**config.mk**
```make
export PLATFORM = sky130hd
export DESIGN_NAME = cmwc_draw
export DESIGN_NICKNAME = d
export VERILOG_FILES = /design/src/design/cmwc_pkg.sv /design/src/design/cmwc_draw.sv
export SDC_FILE = /design/constraint.sdc
export NUM_CORES = 1
export LEC_CHECK = 0
export BUFFER_PORTS_ARGS = -buffer_cell sky130_fd_sc_hd__buf_2
export CAP_MARGIN = 20
export CORE_ASPECT_RATIO = 1.1
export CORE_MARGIN = 4
export CORE_UTILIZATION = 33
export DETAILED_ROUTE_END_ITERATION = 8
export GPL_TIMING_DRIVEN = 0
export PLACE_DENSITY = 0.55
export REMOVE_ABC_BUFFERS = 1
export SETUP_SLACK_MARGIN = 0.4
export SYNTH_ARGS = -nofsm -noshare
export SYNTH_HDL_FRONTEND = slang
export SYNTH_SLANG_ARGS = --single-unit
export TNS_END_PERCENT = 20
```
**constraint.sdc**
```tcl
create_clock -name aclk -period 12.3 [get_ports aclk]
set_input_delay 3.69 -clock aclk [delete_from_list [all_inputs] [get_ports aclk]]
set_output_delay 3.69 -clock aclk [all_outputs]
set_load 0.01 [all_outputs]
```
**src/design/cmwc_pkg.sv**
```systemverilog
// Shared constants, types and state encoding for the CMWC random generator.
package cmwc_pkg;

    localparam int TABLE_DEPTH_DEF = 4096;

    localparam int WORD_W  = 32;
    localparam int CARRY_W = 19;
    localparam int MULT_W  = 15;
    localparam int PROD_W  = WORD_W + MULT_W;
    localparam int NEWC_W  = PROD_W - WORD_W;

    localparam logic [WORD_W-1:0]  PHI         = 32'h9e37_79b9;
    localparam logic [WORD_W-1:0]  PHI_X2      = 32'h3c6e_f372;
    localparam logic [MULT_W-1:0]  MULTIPLIER  = 15'd18782;
    localparam logic [WORD_W-1:0]  COMP_BASE   = 32'hffff_fffe;
    localparam logic [CARRY_W-1:0] CARRY_RESET = 19'd362436;
    localparam logic [CARRY_W-1:0] CARRY_MAX   = 19'd18783;

    localparam logic ACT_RESEED = 1'b0;
    localparam logic ACT_DRAW   = 1'b1;

    typedef enum logic [1:0] {
        ST_IDLE,
        ST_FILL,
        ST_MUL,
        ST_WB
    } cmwc_state_t;

    typedef struct packed {
        logic active;
        logic last;
    } fill_stat_t;

endpackage

```
**src/design/cmwc_draw.sv**
```systemverilog
// Draw datapath: constant multiply stage, carry update and complement.
module cmwc_draw (
    input  logic                         aclk,
    input  logic                         aresetn,
    input  logic                         load,
    input  logic                         commit,
    input  logic                         word_valid,
    input  logic [cmwc_pkg::WORD_W-1:0]  word,
    output logic [cmwc_pkg::WORD_W-1:0]  value
);

    logic [cmwc_pkg::PROD_W-1:0]  prod_reg;
    logic [cmwc_pkg::CARRY_W-1:0] carry_reg;
    logic [cmwc_pkg::CARRY_W-1:0] carry_next;
    logic [cmwc_pkg::WORD_W-1:0]  word_eff;
    logic [cmwc_pkg::NEWC_W-1:0]  newc;
    logic [cmwc_pkg::WORD_W:0]    sum_raw;
    logic [cmwc_pkg::WORD_W-1:0]  sum;
    logic                         wrap;

    // A table entry that was never written reads as zero.
    assign word_eff = word_valid ? word : '0;

    always_ff @(posedge aclk) begin
        if (load) begin
            prod_reg <= cmwc_pkg::PROD_W'(cmwc_pkg::MULTIPLIER)
                      * cmwc_pkg::PROD_W'(word_eff)
                      + cmwc_pkg::PROD_W'(carry_reg);
        end
    end

    // End-around correction: a wrapped sum gains one, and so does the carry.
    always_comb begin
        newc       = prod_reg[cmwc_pkg::PROD_W-1:cmwc_pkg::WORD_W];
        sum_raw    = {1'b0, prod_reg[cmwc_pkg::WORD_W-1:0]}
                   + (cmwc_pkg::WORD_W + 1)'(newc);
        wrap       = sum_raw[cmwc_pkg::WORD_W];
        sum        = sum_raw[cmwc_pkg::WORD_W-1:0] + cmwc_pkg::WORD_W'(wrap);
        carry_next = cmwc_pkg::CARRY_W'(newc) + cmwc_pkg::CARRY_W'(wrap);
        value      = cmwc_pkg::COMP_BASE - sum;
    end

    always_ff @(posedge aclk) begin
        if (!aresetn) begin
            carry_reg <= cmwc_pkg::CARRY_RESET;
        end else if (commit) begin
            carry_reg <= carry_next;
        end
    end

    assert property (@(posedge aclk) disable iff (!aresetn)
        commit |=> carry_reg <= cmwc_pkg::CARRY_MAX)
        else $error("carry exceeded its bound after a draw");

endmodule

```
==> results of run 1 <==
how the worst max path moves through the flow:
stage / startpoint / to / slack (ps) / depth (start not counted)
after floorplan: word[8] / prod_reg[39]$_DFFE_PP_ / 2290 / 27
after global routing: word_valid / prod_reg[43]$_DFFE_PP_ / 570 / 28
after global placement: word_valid / prod_reg[46]$_DFFE_PP_ / -850 / 24
final: word_valid / prod_reg[39]$_DFFE_PP_ / 1040 / 28
after detailed placement: word_valid / prod_reg[39]$_DFFE_PP_ / 730 / 22
after CTS: word_valid / prod_reg[39]$_DFFE_PP_ / 1080 / 22
logic make-up after synthesis:
family | count (synthesis) | synth area share
flops | 64 | 0.111
xor+xnor | 211 | 0.118
mux | 5 | 0.00326
compound gates | 334 | 0.145
fa+ha+maj | 343 | 0.352
buf+inv | 323 | 0.0782
simple gates | 594 | 0.193
worst max-delay path, cell delays in order:
cell,delay (ps)
buf_4,390
buf_16,370
nand2_1,220
fa_1,570
inv_1,50
fa_1,500
inv_1,50
fa_1,470
inv_1,50
fa_1,540
inv_1,60
fa_1,500
inv_1,40
ha_1,410
and4_4,300
and3b_1,190
a21boi_2,270
nor2_1,100
xnor2_1,190
ha_1,360
nand4_1,180
o21ai_0,200
o21a_1,190
a31oi_1,180
or4_1,550
or2_4,310
nor4_2,160
xor2_1,100
stage by stage:
step | hold WS, ps | setup WS [ps]
5_1_grt | 445 | 568
6_report | 434 | 1040
4_1_cts | 433 | 1080
3_5_place_dp | 416 | 731
2_1_floorplan | 408 | 2290
3_3_place_gp | 415 | -854
cell usage in the layout, fill, tap and decap left out, types with 10 or more instances in the layout:
cell type | synthesis | layout
a21o_1 | 30 | 30
o21ai_1 | 10 | 10
dfxtp_1 | 17 | 17
o211a_1 | 10 | 10
o21bai_1 | 11 | 11
a21oi_1 | 84 | 84
a211oi_1 | 17 | 17
fa_1 | 167 | 167
o21ai_0 | 62 | 62
a31oi_1 | 14 | 14
o21a_1 | 11 | 11
and3_1 | 70 | 70
xnor2_1 | 79 | 79
ha_1 | 176 | 176
edfxtp_1 | 47 | 47
o211ai_1 | 10 | 10
nand2_1 | 174 | 174
and2_1 | 71 | 71
nor3_1 | 28 | 28
nor2_1 | 95 | 95
nand3_1 | 67 | 67
nand4_1 | 22 | 22
xor2_1 | 131 | 131
buf_2 | 7 | 67
inv_1 | 236 | 236
metal layers:
metal | GRT usage | share of wire | up-vias
li1 | - | - | 6356
met2 | 0.276 | 0.48 | 194
met3 | 0.00959 | 0.022 | 23
met5 | 0 | 0 | -
met1 | 0.216 | 0.48 | 6332
met4 | 0.0266 | 0.012 | 0
cell type report:
cell class              count  area (um^2)  area share
inverters                 236          886      0.0524
well taps                 637          797      0.0472
flip-flops and latches     64         1750       0.104
repair buffers             69          370      0.0219
clock inverters             4         70.1     0.00415
multi-input cells        1487        12800       0.756
clock buffers              12          246      0.0146
==> results.sh, run 1 <==
export IMPL_crit_type="input pin to flip-flop"
export IMPL_min_period_over_period=0.915
export IMPL_synth_area_um2=15800
export IMPL_largest_reg_flops=47
export IMPL_dr_pass1_iters=5
export IMPL_place_area_um2=16600
export IMPL_drt_antenna_violating_nets=0
export IMPL_final_core_util=0.360
export IMPL_hold_path_class="flip-flop to flip-flop"
export IMPL_grt_pass1_wl_um=67400
export IMPL_synth_most_common_cell="inv_1"
export IMPL_insertedDiodeCount=0
export IMPL_reg2reg_depth=18
export IMPL_overflow=0
export IMPL_worst_pin_slew_ps=1090
export IMPL_first_global_vias=13204
export IMPL_clk_pin_slew_ps=50
export IMPL_drc=0
export IMPL_num_vias=12905
export IMPL_grt_max_degree=123
export IMPL_crit_path_end_kind="flip-flop"
export IMPL_clk_latency_ps=330
export IMPL_r2r_start="prod_reg[32]$_DFFE_PP_"
export IMPL_area_growth_pct=7.22
export IMPL_htreeDepth=3
export IMPL_fin_skew_ps=5.56
export IMPL_start_util=0.336
export IMPL_gp_congestion=0.885
export IMPL_async_reset_ff_frac=0
export IMPL_ys_seq_elements=64
export IMPL_timing_fmax_ghz=0.0888
export IMPL_synth_top_area_frac=0.212
export IMPL_num_nets_final=2247
export IMPL_cts_resized_gates=0
export IMPL_max_cap_viol_count=0
export IMPL_finish_instance_area_um2=16900
export IMPL_wl_per_cell_um=15.9
export IMPL_cp_start_kind="input pin"
export IMPL_synth_ff_type="edfxtp_1"
export IMPL_dr_first_iter_drc_count=809
export IMPL_avgSynthCellArea_um2=8.41
export IMPL_postCtsHoldBufs=0
export IMPL_core_area_um2=46900
export IMPL_finalMaxSlewViolations=0
export IMPL_routed_wl_um=39900
export IMPL_numPlacedInstances=2493
export IMPL_cts_sinks=64
export IMPL_dieArea_um2=51300
export IMPL_antenna_found_initial=0
export IMPL_syn_inst=1874
export IMPL_instances_no_fill=2509
export IMPL_slew_headroom=0.261
export IMPL_cts_made_buffers=9
export IMPL_fin_crit_ps=11260
export IMPL_yosysUniqueCellTypes=89
export IMPL_synth_common_cells="236 x inv_1, 176 x ha_1, 174 x nand2_1, 167 x fa_1, 131 x xor2_1"
export IMPL_run_status="completed"
export IMPL_required_ps=12370
export IMPL_critPathArrivalTime_ps=11330
export IMPL_fp_dieW_um=216
export IMPL_finalSetupTns_ps=0
export IMPL_hold_end="prod_reg[0]$_DFFE_PP_"
export IMPL_hold_depth=0
export IMPL_rsz0062_at_grt="no"
export IMPL_vias_per_cell=5.14
export IMPL_r2r_setup_slack_ps=7520
export IMPL_root_buffer="clkbuf_16"
export IMPL_hold_viol_final=0
export IMPL_r2r_end="carry_reg[10]$_SDFFE_PN1P_"
export IMPL_grt_util_all_layers=0.157
export IMPL_drive_gt1_frac=0.0657
export IMPL_cp_max_fo=122
export IMPL_synth_seq_area_share=0.111
export IMPL_synth_edf_count=47
export IMPL_die_y_um=237
export IMPL_fp_row_count=83
export IMPL_post_cts_buffers=0
export IMPL_dpl_hpwl_um=33300
export IMPL_ios=69
export IMPL_portBuffers=68
export IMPL_hp_start="carry_reg[0]$_SDFFE_PN0P_"
export IMPL_yosysWarnings=0
export IMPL_cts_tree="done"
export IMPL_setup_violations_final=0
export IMPL_fillers=4964
export IMPL_synth_area_leaders="fa_1 21%, ha_1 14%, edfxtp_1 9.0%"
export IMPL_cts_buffer_depth=2
export IMPL_yosysTopAreaCell="fa_1"
Power of run 1 is left out: the tool's default activity adds up to more than one toggle a clock period on the data nets, which glitch-free logic cannot reach.
==> run 2: changes to the inputs <==
- CORE_MARGIN: 4 -> 10
- RECOVER_POWER: unset -> 50
==> run 2 against run 1 <==
The flow now finishes with violations (max-capacitance violations, max-slew violations). Clock-buffer cell count did not move. Non-clock buffer count rose by 1. First-iteration DRC count rose by 1.7%.
==> results.sh, run 2 (synthesis gave the netlist of run 1 again) <==
export IMPL_run_status="finished with violations"
export IMPL_violations="max-capacitance violations, max-slew violations"
export IMPL_fp_row_count=83
export IMPL_fillers=4934
export IMPL_insertedDiodeCount=0
export IMPL_vias_per_cell=5.09
export IMPL_hold_viol_final=0
export IMPL_setup_violations_final=0
export IMPL_finalMaxSlewViolations=48
export IMPL_dieArea_um2=56900
export IMPL_grt_util_all_layers=0.141
export IMPL_grt_pass1_wl_um=67600
export IMPL_gp_congestion=0.896
export IMPL_slowest_delay_ps=580
export IMPL_fin_crit_ps=11380
export IMPL_timing_fmax_ghz=0.0879
export IMPL_regArea_um2=1750
export IMPL_rsz0062_at_grt="no"
export IMPL_cts_tree="done"
export IMPL_area_growth_pct=7.16
export IMPL_multi_input_area_um2=12800
export IMPL_top_usage_layer="met2"
export IMPL_fp_dieW_um=228
export IMPL_htreeDepth=3
export IMPL_cts_sinks=64
export IMPL_drive_gt1_frac=0.0641
export IMPL_start_util=0.336
export IMPL_cts_buffer_depth=2
export IMPL_cts_resized_gates=0
export IMPL_first_global_vias=13137
export IMPL_root_buffer="clkbuf_16"
export IMPL_pre_cts_ws_ps=625
export IMPL_crit_path_end_kind="flip-flop"
export IMPL_core_area_um2=46900
export IMPL_grt_max_degree=114
export IMPL_clk_latency_ps=330
export IMPL_grt_util_met3=0.00751
export IMPL_grt_use_met1=0.188
export IMPL_die_y_um=249
export IMPL_postCtsHoldBufs=0
export IMPL_cts_made_buffers=9
export IMPL_slew_headroom=-0.601
export IMPL_grt_use_met2=0.241
export IMPL_min_period_over_period=0.925
export IMPL_place_area_um2=16600
export IMPL_final_common_cell="inv_1"
export IMPL_cp_start_kind="input pin"
export IMPL_dpl_hpwl_um=33600
export IMPL_antenna_found_initial=0
export IMPL_largest_reg_flops=47
export IMPL_portBuffers=68
export IMPL_dr_first_iter_drc_count=823
export IMPL_clk_pin_slew_ps=50
export IMPL_num_vias=12777
export IMPL_fin_skew_ps=3.65
export IMPL_finish_instance_area_um2=16900
export IMPL_hold_path_class="flip-flop to flip-flop"
export IMPL_drt_antenna_violating_nets=0
export IMPL_wl_per_cell_um=15.9
export IMPL_overflow=0
export IMPL_worst_pin_slew_ps=2400
export IMPL_num_nets_final=2248
export IMPL_mostFrequentLayoutCells="236 x inv_1, 176 x ha_1, 174 x nand2_1"
export IMPL_routed_wl_um=39900
export IMPL_crit_type="input pin to flip-flop"
export IMPL_required_ps=12360
export IMPL_max_cap_viol_count=1
export IMPL_critPathArrivalTime_ps=11430
export IMPL_cpMaxStageDelayCell="fa_1"
export IMPL_cp_max_fo=113
export IMPL_dr_pass1_iters=6
export IMPL_worst_slack_ps=925
export IMPL_post_cts_buffers=0
export IMPL_ios=69
export IMPL_drc=0
[run 2: cell types whose count changed in the layout (fill, tap and decap cells not counted), sizes merged]
cell | previous run | this run
clkbuf | 12 | 15
buf | 69 | 67
[run 2: final timing paths]
| path | startpoint | slack (ps) | depth (start not counted) | endpoint |
|---|---|---|---|---|
| max | word_valid | 920 | 28 | prod_reg[39]$_DFFE_PP_ |
| min | carry_reg[0]$_SDFFE_PN0P_ | 430 | 0 | prod_reg[0]$_DFFE_PP_ |
| max reg2reg | prod_reg[39]$_DFFE_PP_ | 7520 | 17 | carry_reg[10]$_SDFFE_PN1P_ |
| min reg2reg | carry_reg[0]$_SDFFE_PN0P_ | 430 | 0 | prod_reg[0]$_DFFE_PP_ |
[run 2: metal layers]
metal / vias up / wire [um] / part of all wire
met5: - / 0 / 0
met4: 0 / 813 / 0.020
met3: 33 / 1110 / 0.028
met2: 250 / 19000 / 0.48
met1: 6162 / 19000 / 0.48
li1: 6332 / - / -
[run 2: worst max-delay path, delay by kind of cell]
| kind | cells | cell delay (ps) |
|---|---|---|
| adder cells (fa/ha/maj) | 7 | 3350 |
| AND/OR/NAND/NOR | 8 | 2060 |
| buffers and inverters | 7 | 1050 |
| AO/OA/AOI/OAI | 4 | 850 |
| XOR/XNOR | 2 | 310 |
[run 2: final cells by class]
type                            count  area share
Multi-Input combinational cell   1487       0.756
Sequential cell                    64       0.104
Inverter                          236      0.0525
Tap cell                          637      0.0472
Timing Repair Buffer               70      0.0221
Clock buffer                       12      0.0140
Clock inverter                      4     0.00408
[run 2: per-stage QoR]
| stage | TNS (ps) | instances | hold WS, ps | util |
|---|---|---|---|---|
| CTS | 0 | 2509 | 433 | 0.360 |
| detailed placement | 0 | 2493 | 418 | 0.353 |
| finish | 0 | 2510 | 431 | 0.360 |
| global placement | -10280 | 2492 | 415 | 0.353 |
| global route | 0 | 2510 | 448 | 0.360 |
| floorplan | 0 | 1787 | 408 | - |
Power of run 2 is left out for the same reason.
