File: src/design/cmwc_pkg.sv
// Shared constants, types and state encoding for the CMWC random generator.
package cmwc_pkg;

    localparam int TABLE_DEPTH_DEF = 4096;

    localparam int WORD_W  = 32;
    localparam int CARRY_W = 19;
    localparam int MULT_W  = 15;
    localparam int PROD_W  = WORD_W + MULT_W;
    localparam int NEWC_W  = PROD_W - WORD_W;

    localparam logic [WORD_W-1:0]  PHI         = 32'h9e37_79b9;
    localparam logic [WORD_W-1:0]  PHI_X2      = 32'h3c6e_f372;
    localparam logic [MULT_W-1:0]  MULTIPLIER  = 15'd18782;
    localparam logic [WORD_W-1:0]  COMP_BASE   = 32'hffff_fffe;
    localparam logic [CARRY_W-1:0] CARRY_RESET = 19'd362436;
    localparam logic [CARRY_W-1:0] CARRY_MAX   = 19'd18783;

    localparam logic ACT_RESEED = 1'b0;
    localparam logic ACT_DRAW   = 1'b1;

    typedef enum logic [1:0] {
        ST_IDLE,
        ST_FILL,
        ST_MUL,
        ST_WB
    } cmwc_state_t;

    typedef struct packed {
        logic active;
        logic last;
    } fill_stat_t;

endpackage

File: src/design/cmwc_fill.sv
// Reseed sequencer: produces one lag-table word per cycle from a seed.
module cmwc_fill #(
    parameter int TABLE_DEPTH = cmwc_pkg::TABLE_DEPTH_DEF
) (
    input  logic                           aclk,
    input  logic                           aresetn,
    input  logic                           start,
    input  logic [cmwc_pkg::WORD_W-1:0]    seed,
    output cmwc_pkg::fill_stat_t           stat,
    output logic [$clog2(TABLE_DEPTH)-1:0] wr_addr,
    output logic [cmwc_pkg::WORD_W-1:0]    wr_data
);

    localparam int AW = $clog2(TABLE_DEPTH);
    localparam logic [AW-1:0] LAST_IDX = AW'(TABLE_DEPTH - 1);

    logic                        busy_reg;
    logic [AW-1:0]               k_reg;
    logic [cmwc_pkg::WORD_W-1:0] seed_reg;
    logic [cmwc_pkg::WORD_W-1:0] h1_reg;
    logic [cmwc_pkg::WORD_W-1:0] h2_reg;
    logic [cmwc_pkg::WORD_W-1:0] h3_reg;
    logic [cmwc_pkg::WORD_W-1:0] word_next;

    // The first three words come from the seed; later ones from the words
    // three and two places back.
    always_comb begin
        if (k_reg == AW'(0)) begin
            word_next = seed_reg;
        end else if (k_reg == AW'(1)) begin
            word_next = seed_reg + cmwc_pkg::PHI;
        end else if (k_reg == AW'(2)) begin
            word_next = seed_reg + cmwc_pkg::PHI_X2;
        end else begin
            word_next = h3_reg ^ h2_reg ^ cmwc_pkg::PHI
                      ^ {{(cmwc_pkg::WORD_W - AW){1'b0}}, k_reg};
        end
    end

    always_ff @(posedge aclk) begin
        if (!aresetn) begin
            busy_reg <= 1'b0;
        end else if (start) begin
            busy_reg <= 1'b1;
        end else if (busy_reg && k_reg == LAST_IDX) begin
            busy_reg <= 1'b0;
        end
    end

    always_ff @(posedge aclk) begin
        if (start) begin
            k_reg    <= '0;
            seed_reg <= seed;
        end else if (busy_reg) begin
            k_reg  <= k_reg + 1'b1;
            h3_reg <= h2_reg;
            h2_reg <= h1_reg;
            h1_reg <= word_next;
        end
    end

    assign stat.active = busy_reg;
    assign stat.last   = busy_reg && (k_reg == LAST_IDX);
    assign wr_addr     = k_reg;
    assign wr_data     = word_next;

endmodule

File: config.mk
export PLATFORM = sky130hd
export DESIGN_NAME = cmwc_fill
export DESIGN_NICKNAME = d
export VERILOG_FILES = /design/src/design/cmwc_pkg.sv /design/src/design/cmwc_fill.sv
export SDC_FILE = /design/constraint.sdc
export NUM_CORES = 1
export LEC_CHECK = 0
export CORE_MARGIN = 8
export CORE_UTILIZATION = 32
export DETAILED_ROUTE_END_ITERATION = 12
export DONT_BUFFER_PORTS = 1
export PLACE_DENSITY_LB_ADDON = 0.2
export SYNTH_ARGS = -nofsm -noshare
export SYNTH_HDL_FRONTEND = slang
export SYNTH_SLANG_ARGS = --single-unit
File: constraint.sdc
create_clock -name aclk -period 8.5 [get_ports aclk]
set_input_delay 1.7 -clock aclk [delete_from_list [all_inputs] [get_ports aclk]]
set_output_delay 1.7 -clock aclk [all_outputs]
set_load 0.1 [all_outputs]
==> summary.txt, run 1 <==
outcome: completed
CP bufs+invs: 0
clk buf depth: 2
peak supply drop: 0.000122 V
Detailed Route Iter0 Violations: 471
DR vias/cell: 5.39
CTS sink count: 141
LEAKAGE: 2.81 nW
#FFs+latches synth: 141
number of hold buffers added after cts: 0
syn avg cell area: 11.3 um^2
max_cap viols: 0
r2r startpoint: wr_addr[11]
router iterations before antenna repair: 7
CP cell instances: nor4_1, nor4b_4, nand2_2, nor2_1, a221o_1
Hold Path Stages: 0
top cells by area, synth: edfxtp_1, xnor2_1, xor2_1, dfxtp_1, a21oi_1
mux cell area share after synthesis: 0.563%
RSZ-0062 raised after global routing: no
setup TNS: 0 ns
critical path's slowest cell: a221o_1
Tmin final: 6.40 ns
Slowest Stage Delay on Critical Path: 0.98 ns
Crit Path Class: reg2out
Synth cell types: 63
die area: 27300 um^2
CP Depth: 5
asr flop ratio synth: 0%
main combinational cell family by area after synthesis: compound AO/OA/AOI/OAI gates
top-level I/O count: 81
first-pass GRT wire length: 29.3 mm
simple-gate share of the synthesized area: 13.2%
WL/cell: 20.4 um
Die W: 165 um
Seq/Total Area, Yosys: 57.7%
# diodes: 0
FP Rows: 54
largest net degree at the start of global routing: 55
height of the die: 165 um
nets: 691
cell with the most instances after synthesis: edfxtp_1
Finish-stage setup viols: 0
reg2reg path depth: 5
H-tree depth: 4
Hold WS: 0.418 ns
DP Wirelength: 13.5 mm
clock slew at reported path FFs: 0.06 ns
Synth Area in Adders: 1.23%
CTS tree: done
crit-path max FO: 27
Max-slew headroom: 21.4%
Crit path max-delay family: simple AND/OR/NAND/NOR gates
layout cells sized above 1: 16.9%
Final Max Slew Viols: 0
grt total ovfl: 0
Post-Synth XOR/XNOR Area: 8.74%
hold crit path type: reg2reg
final RePlAce weighted congestion: 0.812
Hold Path End: h2_reg[15]
area fraction of the dominant cell type after synthesis: 54.0%
PortBufs: 0
top post-synthesis cells by count: edfxtp_1, nor2_1, a21oi_1
Final Hold Viols: 0
Root Driver: clkbuf_16
Slew @ Worst Pin: 1.18 ns
EDFF count, synth: 128
vias in the first global route: 4874
global-route usage over all layers: 14.4%
routed wire length: 19.3 mm
Setup Buffers After CTS: 0
Syn Inst Count: 629
DRC: 0
CP Data Required Time: 6.80 ns
area delta synth->final: 18.0%
internal reg-to-reg setup slack: 3.89 ns
critical path capture point type: primary output
skew final: 0.00798 ns
initial antenna violation count: 0
CTS resizes: 0
Synthesis Warnings: 0
area leader, netlist: edfxtp_1
ys flop type: edfxtp_1
critical path launch point type: flip-flop
hold wc startpoint: h1_reg[15]
worst endpoint data arrival time: 4.70 ns
CTS buffer count: 17
PwrDens: 257 nW/um^2
Syn Nets: 671
Cell Area, Synth: 7110 um^2
clk_lat worst skew: 0.43 ns
crit share post-route: 75.3%
Core ar.: 21800 um^2
starting density of the core: 32.6%
Max Fclk: 156 MHz
via count: 5081
Final ANT Viol Nets: 0
Compound-Gate Fraction of Synth Area: 15.3%
capture point of the worst reg-to-reg path: h1_reg[11]
area by class of cell:
cell class | count | area [um^2]
Inverter | 10 | 37.5
Tap cell | 280 | 350
Timing Repair Buffer | 40 | 320
Sequential cell | 141 | 4100
Clock buffer | 25 | 583
Multi-Input combinational cell | 439 | 2940
Fill cell | 2079 | 13400
Clock inverter | 7 | 58.8
cells by family after synthesis:
kind of cell / count (synthesis)
adders and majority gates: 7
muxes: 4
xor gates and xnor gates: 71
and+or+nand+nor: 190
AOI/OAI and AO/OA: 167
buffers and inverters: 49
DFF: 141
worst register-to-register path: stages, from the launching register on:
cell	delay (ns)
dfxtp_1	0.69
nor4_1	0.76
nor4b_4	0.62
nand2_2	0.48
nor2_1	0.74
a221o_1	0.98
layer usage:
metal,vias up,wire length [um],track usage (%)
met5,-,0,0
met2,158,8960,22.2
met4,0,270,6.14
met1,2498,8850,18.6
met3,23,1180,3.87
li1,2402,-,-
how the worst max path moves through the flow:
stage	start	slack, ns	endpoint
after floorplan	start	1.96	h1_reg[0]
after global placement	wr_addr[11]	2.74	wr_data[11]
after detailed placement	wr_addr[11]	2.61	wr_data[11]
after CTS	wr_addr[11]	2.11	wr_data[11]
after global routing	wr_addr[11]	1.97	wr_data[11]
final	wr_addr[11]	2.10	wr_data[11]
stage by stage:
stage,worst slack [ns],utilization (%),instances,area [um^2],power (mW)
floorplan,1.96,-,629,7110,1.26
global placement,2.74,35.5,910,7750,1.39
detailed placement,2.61,35.5,910,7750,1.39
CTS,2.11,38.5,942,8400,2.18
global route,1.97,38.5,942,8400,2.24
finish,2.10,38.5,942,8400,2.16
layout by cell type (no fill, tap or decap), types with 13 or more instances in the layout:
master,count
a21oi_1,40
dfxtp_1,13
nand2_1,36
clkbuf_16,23
xor2_1,32
nor3_1,29
buf_4,39
xnor2_1,39
nor2_1,57
o21ai_0,37
edfxtp_1,128
nand3_1,19
report_power, final:
group | leakage [nW] | internal (mW) | total [mW] | switching (mW)
sequential | 1.31 | 0.805 | 0.845 | 0.0396
clock | 0.308 | 0.482 | 0.784 | 0.301
combinational | 1.20 | 0.118 | 0.533 | 0.416
No activity file was read; power rests on OpenSTA's default activity.
==> run 2, diff against run 1 <==
==> constraint.sdc (replaced) <==
create_clock -name aclk -period 6.1 [get_ports aclk]
set_input_delay 1.22 -clock aclk [delete_from_list [all_inputs] [get_ports aclk]]
set_output_delay 1.22 -clock aclk [all_outputs]
set_load 0.1 [all_outputs]
==> run 2 against run 1 <==
Non-clock buffer count is 1 higher; flip-flop and latch count unchanged; critical path depth grew 1; largest cell class unchanged.
==> summary.txt, run 2 (synthesis results as in run 1) <==
peak supply drop: 0.000187 V (was 0.000122 V)
Core ar.: 21800 um^2 (unchanged)
crit-path max FO: 27 (unchanged)
LEAKAGE: 2.80 nW (was 2.81 nW)
CTS sink count: 141 (unchanged)
Hold Path Stages: 0 (unchanged)
CTS buffer count: 17 (unchanged)
area delta synth->final: 17.6% (was 18.0%)
Final ANT Viol Nets: 0 (unchanged)
vias in the first global route: 4987 (was 4874)
outcome: completed (unchanged)
clk_lat worst skew: 0.42 ns (was 0.43 ns)
die area: 27300 um^2 (unchanged)
Finish-stage setup viols: 0 (unchanged)
fillcell total: 2088 (was 2079)
crit share post-route: 91.9%
critical path launch point type: flip-flop (unchanged)
Setup Slack @ Placement: 0.938 ns (was 2.61 ns)
commonest non-fill, non-tap cell in the layout: edfxtp_1 (unchanged)
grt total ovfl: 0 (unchanged)
WL/cell: 20.1 um (was 20.4 um)
Root Driver: clkbuf_16 (unchanged)
final worst slack: 0.496 ns (was 2.10 ns)
routed wire length: 18.9 mm (was 19.3 mm)
max_cap viols: 0 (unchanged)
H-tree depth: 4 (unchanged)
layout cells sized above 1: 16.6% (was 16.9%)
Max-slew headroom: 22.9% (was 21.4%)
CTS tree: done (unchanged)
Power Total: 2.99 mW (was 2.16 mW)
DP Wirelength: 13.4 mm (was 13.5 mm)
RSZ-0062 raised after global routing: no (unchanged)
FP Rows: 54 (unchanged)
critical path capture point type: primary output (unchanged)
DR vias/cell: 5.38 (was 5.39)
skew final: 0.00923 ns (was 0.00798 ns)
Detailed Route Iter0 Violations: 529 (was 471)
final RePlAce weighted congestion: 0.861 (was 0.812)
storage element area: 4100 um^2 (unchanged)
reg2reg path depth: 6 (was 5)
worst endpoint data arrival time: 4.38 ns (was 4.70 ns)
starting density of the core: 32.6% (unchanged)
Max Fclk: 178 MHz
Final Hold Viols: 0 (unchanged)
PortBufs: 0 (unchanged)
top-level I/O count: 81 (unchanged)
multi-input gate area in the final layout: 2940 um^2 (unchanged)
largest net degree at the start of global routing: 57 (was 55)
height of the die: 165 um (unchanged)
Die W: 165 um (unchanged)
initial antenna violation count: 0 (unchanged)
commonest non-fill, non-tap cells in the layout: edfxtp_1, nor2_1, a21oi_1, buf_4, xnor2_1 (was edfxtp_1, nor2_1, a21oi_1, xnor2_1, buf_4)
nets: 692 (was 691)
Slew @ Worst Pin: 1.16 ns (was 1.18 ns)
clock slew at reported path FFs: 0.06 ns (about the same)
Core Util, Final: 38.3% (was 38.5%)
Setup Buffers After CTS: 0 (unchanged)
Tmin final: 5.60 ns
PwrDens: 358 nW/um^2 (was 257 nW/um^2)
first-pass GRT wire length: 29.8 mm (was 29.3 mm)
CTS resizes: 0 (unchanged)
hold crit path type: reg2reg (unchanged)
DRC: 0 (unchanged)
via count: 5072 (was 5081)
router iterations before antenna repair: 5 (was 7)
Crit Path Class: reg2out (unchanged)
# diodes: 0 (unchanged)
clk buf depth: 2 (unchanged)
number of hold buffers added after cts: 0 (unchanged)
global-route usage over all layers: 14.4% (about the same)
CP Data Required Time: 4.88 ns (was 6.80 ns)
setup TNS: 0 ns (unchanged)
Final Max Slew Viols: 0 (unchanged)
-- run 2: worst paths after layout --
check / end / slack [ns] / from
worst min-delay path: h2_reg[13] / 0.41 / h1_reg[13]
worst max-delay path: wr_data[11] / 0.50 / wr_addr[11]
worst max register to register: h1_reg[11] / 1.79 / wr_addr[11]
worst min register to register: h2_reg[13] / 0.41 / h1_reg[13]
-- run 2: per-stage QoR --
stage	hold slack (ns)	std cells	cell area [um^2]
floorplan	0.400	629	7110
global placement	0.401	911	7760
detailed placement	0.405	911	7760
CTS	0.409	943	8370
global route	0.410	943	8370
finish	0.408	943	8370
-- run 2: area by class of cell --
| class | count | area share, % |
|---|---|---|
| clock inverter | 14 | 2.09 |
| inverter | 10 | 0.449 |
| sequential | 141 | 49.1 |
| timing repair buffer | 41 | 3.92 |
| multi-input combinational | 439 | 35.2 |
| clock buffer | 18 | 5.13 |
| tap | 280 | 4.19 |
-- run 2: worst max-delay path: stages (launching register included) --
cell     delay (ns)
dfxtp_1        0.30
buf_4          0.24
nor4_1         0.65
nor4b_4        0.60
nand2_2        0.47
nor2_1         0.71
a221o_1        0.98
-- run 2: per-layer routing --
metal | part of all wire [%] | vias up | GRT usage, %
met5 | 0 | - | 0
met4 | 2.1 | 0 | 5.41
met3 | 6.1 | 34 | 4.16
met2 | 47 | 177 | 22.4
met1 | 45 | 2464 | 18.5
li1 | - | 2397 | -
-- run 2: where the power goes --
part | switching [mW] | internal, mW | leakage (nW)
clock network | 0.396 | 0.677 | 0.294
registers | 0.0550 | 1.12 | 1.31
logic | 0.578 | 0.165 | 1.20
total | 1.03 | 1.96 | 2.80
==> run 3, diff against run 2 <==
--- a/config.mk
+++ b/config.mk
@@ -6,7 +6,7 @@
 export NUM_CORES = 1
 export LEC_CHECK = 0
 export CORE_MARGIN = 8
-export CORE_UTILIZATION = 32
+export CORE_UTILIZATION = 64
 export DETAILED_ROUTE_END_ITERATION = 12
 export DONT_BUFFER_PORTS = 1
 export PLACE_DENSITY_LB_ADDON = 0.2
==> run 3 against run 2 <==
Critical path depth is 2 higher; critical endpoint is now wr_data[14]; register-to-register slack better by 0.19 ns; final area is 2.2% lower.
==> summary.txt, run 3 (synthesis results as in run 1) <==
outcome: completed (unchanged)
initial antenna violation count: 1 (was 0)
setup TNS: 0 ns (unchanged)
Finish-stage setup viols: 0 (unchanged)
via count: 5409 (was 5072)
Tmin final: 5.51 ns (was 5.60 ns)
number of hold buffers added after cts: 0 (unchanged)
area delta synth->final: 15.0% (was 17.6%)
CTS tree: done (unchanged)
PortBufs: 0 (unchanged)
router iterations before antenna repair: 5 (unchanged)
Max-slew headroom: 21.0% (was 22.9%)
CP Data Required Time: 4.88 ns (about the same)
peak supply drop: 0.000316 V (was 0.000187 V)
PwrDens: 364 nW/um^2 (was 358 nW/um^2)
top-level I/O count: 81 (unchanged)
worst endpoint data arrival time: 4.29 ns (was 4.38 ns)
Slew @ Worst Pin: 1.18 ns (was 1.16 ns)
Crit Path Class: reg2out (unchanged)
Die W: 121 um (was 165 um)
commonest non-fill, non-tap cell in the layout: edfxtp_1 (unchanged)
FP Rows: 38 (was 54)
clock slew at reported path FFs: 0.06 ns (about the same)
nets: 692 (unchanged)
Post-DP Area: 7590 um^2 (was 7760 um^2)
Setup Buffers After CTS: 0 (unchanged)
largest net degree at the start of global routing: 61 (was 57)
global-route usage over all layers: 26.5% (was 14.4%)
Detailed Route Iter0 Violations: 750 (was 529)
DP Wirelength: 12.4 mm (was 13.4 mm)
critical path launch point type: flip-flop (unchanged)
DR vias/cell: 6.73 (was 5.38)
commonest non-fill, non-tap cells in the layout: edfxtp_1, nor2_1, a21oi_1, buf_4, xnor2_1 (unchanged)
height of the die: 121 um (was 165 um)
CTS resizes: 0 (unchanged)
die area: 14700 um^2 (was 27300 um^2)
Core ar.: 10800 um^2 (was 21800 um^2)
Core Util, Final: 75.5% (was 38.3%)
Final Max Slew Viols: 0 (unchanged)
vias in the first global route: 5337 (was 4987)
routed wire length: 19.2 mm (was 18.9 mm)
CTS buffer count: 17 (unchanged)
Final ANT Viol Nets: 0 (unchanged)
grt total ovfl: 0 (unchanged)
Root Driver: clkbuf_8 (was clkbuf_16)
critical path capture point type: primary output (unchanged)
DRC: 0 (unchanged)
skew final: 0.00855 ns (was 0.00923 ns)
layout cells sized above 1: 16.9% (was 16.6%)
max_cap viols: 0 (unchanged)
crit-path max FO: 8 (was 27)
fin area: 8180 um^2 (was 8370 um^2)
clk_lat worst skew: 0.54 ns (was 0.42 ns)
first-pass GRT wire length: 29.6 mm (was 29.8 mm)
internal reg-to-reg setup slack: 1.98 ns (was 1.79 ns)
crit share post-route: 90.3% (was 91.9%)
CTS sink count: 141 (unchanged)
WL/cell: 23.9 um (was 20.1 um)
clk buf depth: 2 (unchanged)
RSZ-0062 raised after global routing: no (unchanged)
H-tree depth: 4 (unchanged)
final RePlAce weighted congestion: 0.940 (was 0.861)
Max Fclk: 182 MHz (was 178 MHz)
fillcell total: 692 (was 2088)
LEAKAGE: 2.80 nW (about the same)
hold crit path type: reg2reg (unchanged)
starting density of the core: 65.6% (was 32.6%)
Final Hold Viols: 0 (unchanged)
run 3: cell types whose count changed in the layout (fill, tap and decap cells not counted), sizes merged:
cell      previous run  this run
clkbuf              18        19
diode                0         1
clkinvlp             1         2
clkinv               9         7
run 3: layout make-up:
| cell class | count | area, um^2 | area share, % |
|---|---|---|---|
| antenna | 1 | 2.50 | 0.0306 |
| clock buffer | 19 | 422 | 5.15 |
| sequential | 141 | 4100 | 50.1 |
| inverter | 10 | 37.5 | 0.459 |
| multi-input combinational | 439 | 2940 | 36.0 |
| clock inverter | 13 | 173 | 2.11 |
| timing repair buffer | 41 | 328 | 4.01 |
| tap | 140 | 175 | 2.14 |
run 3: per-layer routing:
layer  vias to the layer above  global-route usage [%]  share of wire, %
met5                         -                       0                 0
met4                         0                    12.7               3.7
met3                        73                    7.68                10
met2                       381                    41.6                47
met1                      2557                    33.0                39
li1                       2398                       -                 -
run 3: power breakdown:
part | total (mW) | switching, mW | internal, mW
Combinational | 0.756 | 0.591 | 0.165
Sequential | 1.18 | 0.0562 | 1.12
Clock | 1.05 | 0.386 | 0.659
run 3: worst paths after layout:
path	from	end	depth (start not counted)
worst min register to register	h1_reg[6]	h2_reg[6]	0
worst min-delay path	h1_reg[6]	h2_reg[6]	0
worst max-delay path	seed_reg[0]	wr_data[14]	8
worst max register to register	seed_reg[0]	h1_reg[14]	8
run 3: critical path, cell delays in order (launching register included):
cell	delay (ns)
edfxtp_1	0.51
ha_1	0.32
a2111oi_2	0.57
nor2_1	0.15
nor3_1	0.29
o21bai_1	0.18
nor3_1	0.42
o21ai_0	0.27
a221oi_4	1.04
run 3: through the flow:
stage | hold slack [ns] | power (mW) | cells | setup slack (ns)
after floorplan | 0.400 | 1.75 | 629 | 0.0441
after global placement | 0.401 | 1.92 | 771 | 1.47
after detailed placement | 0.405 | 1.93 | 771 | 1.32
after CTS | 0.417 | 2.98 | 803 | 0.635
after global routing | 0.425 | 3.06 | 804 | 0.397
final | 0.417 | 2.98 | 804 | 0.594
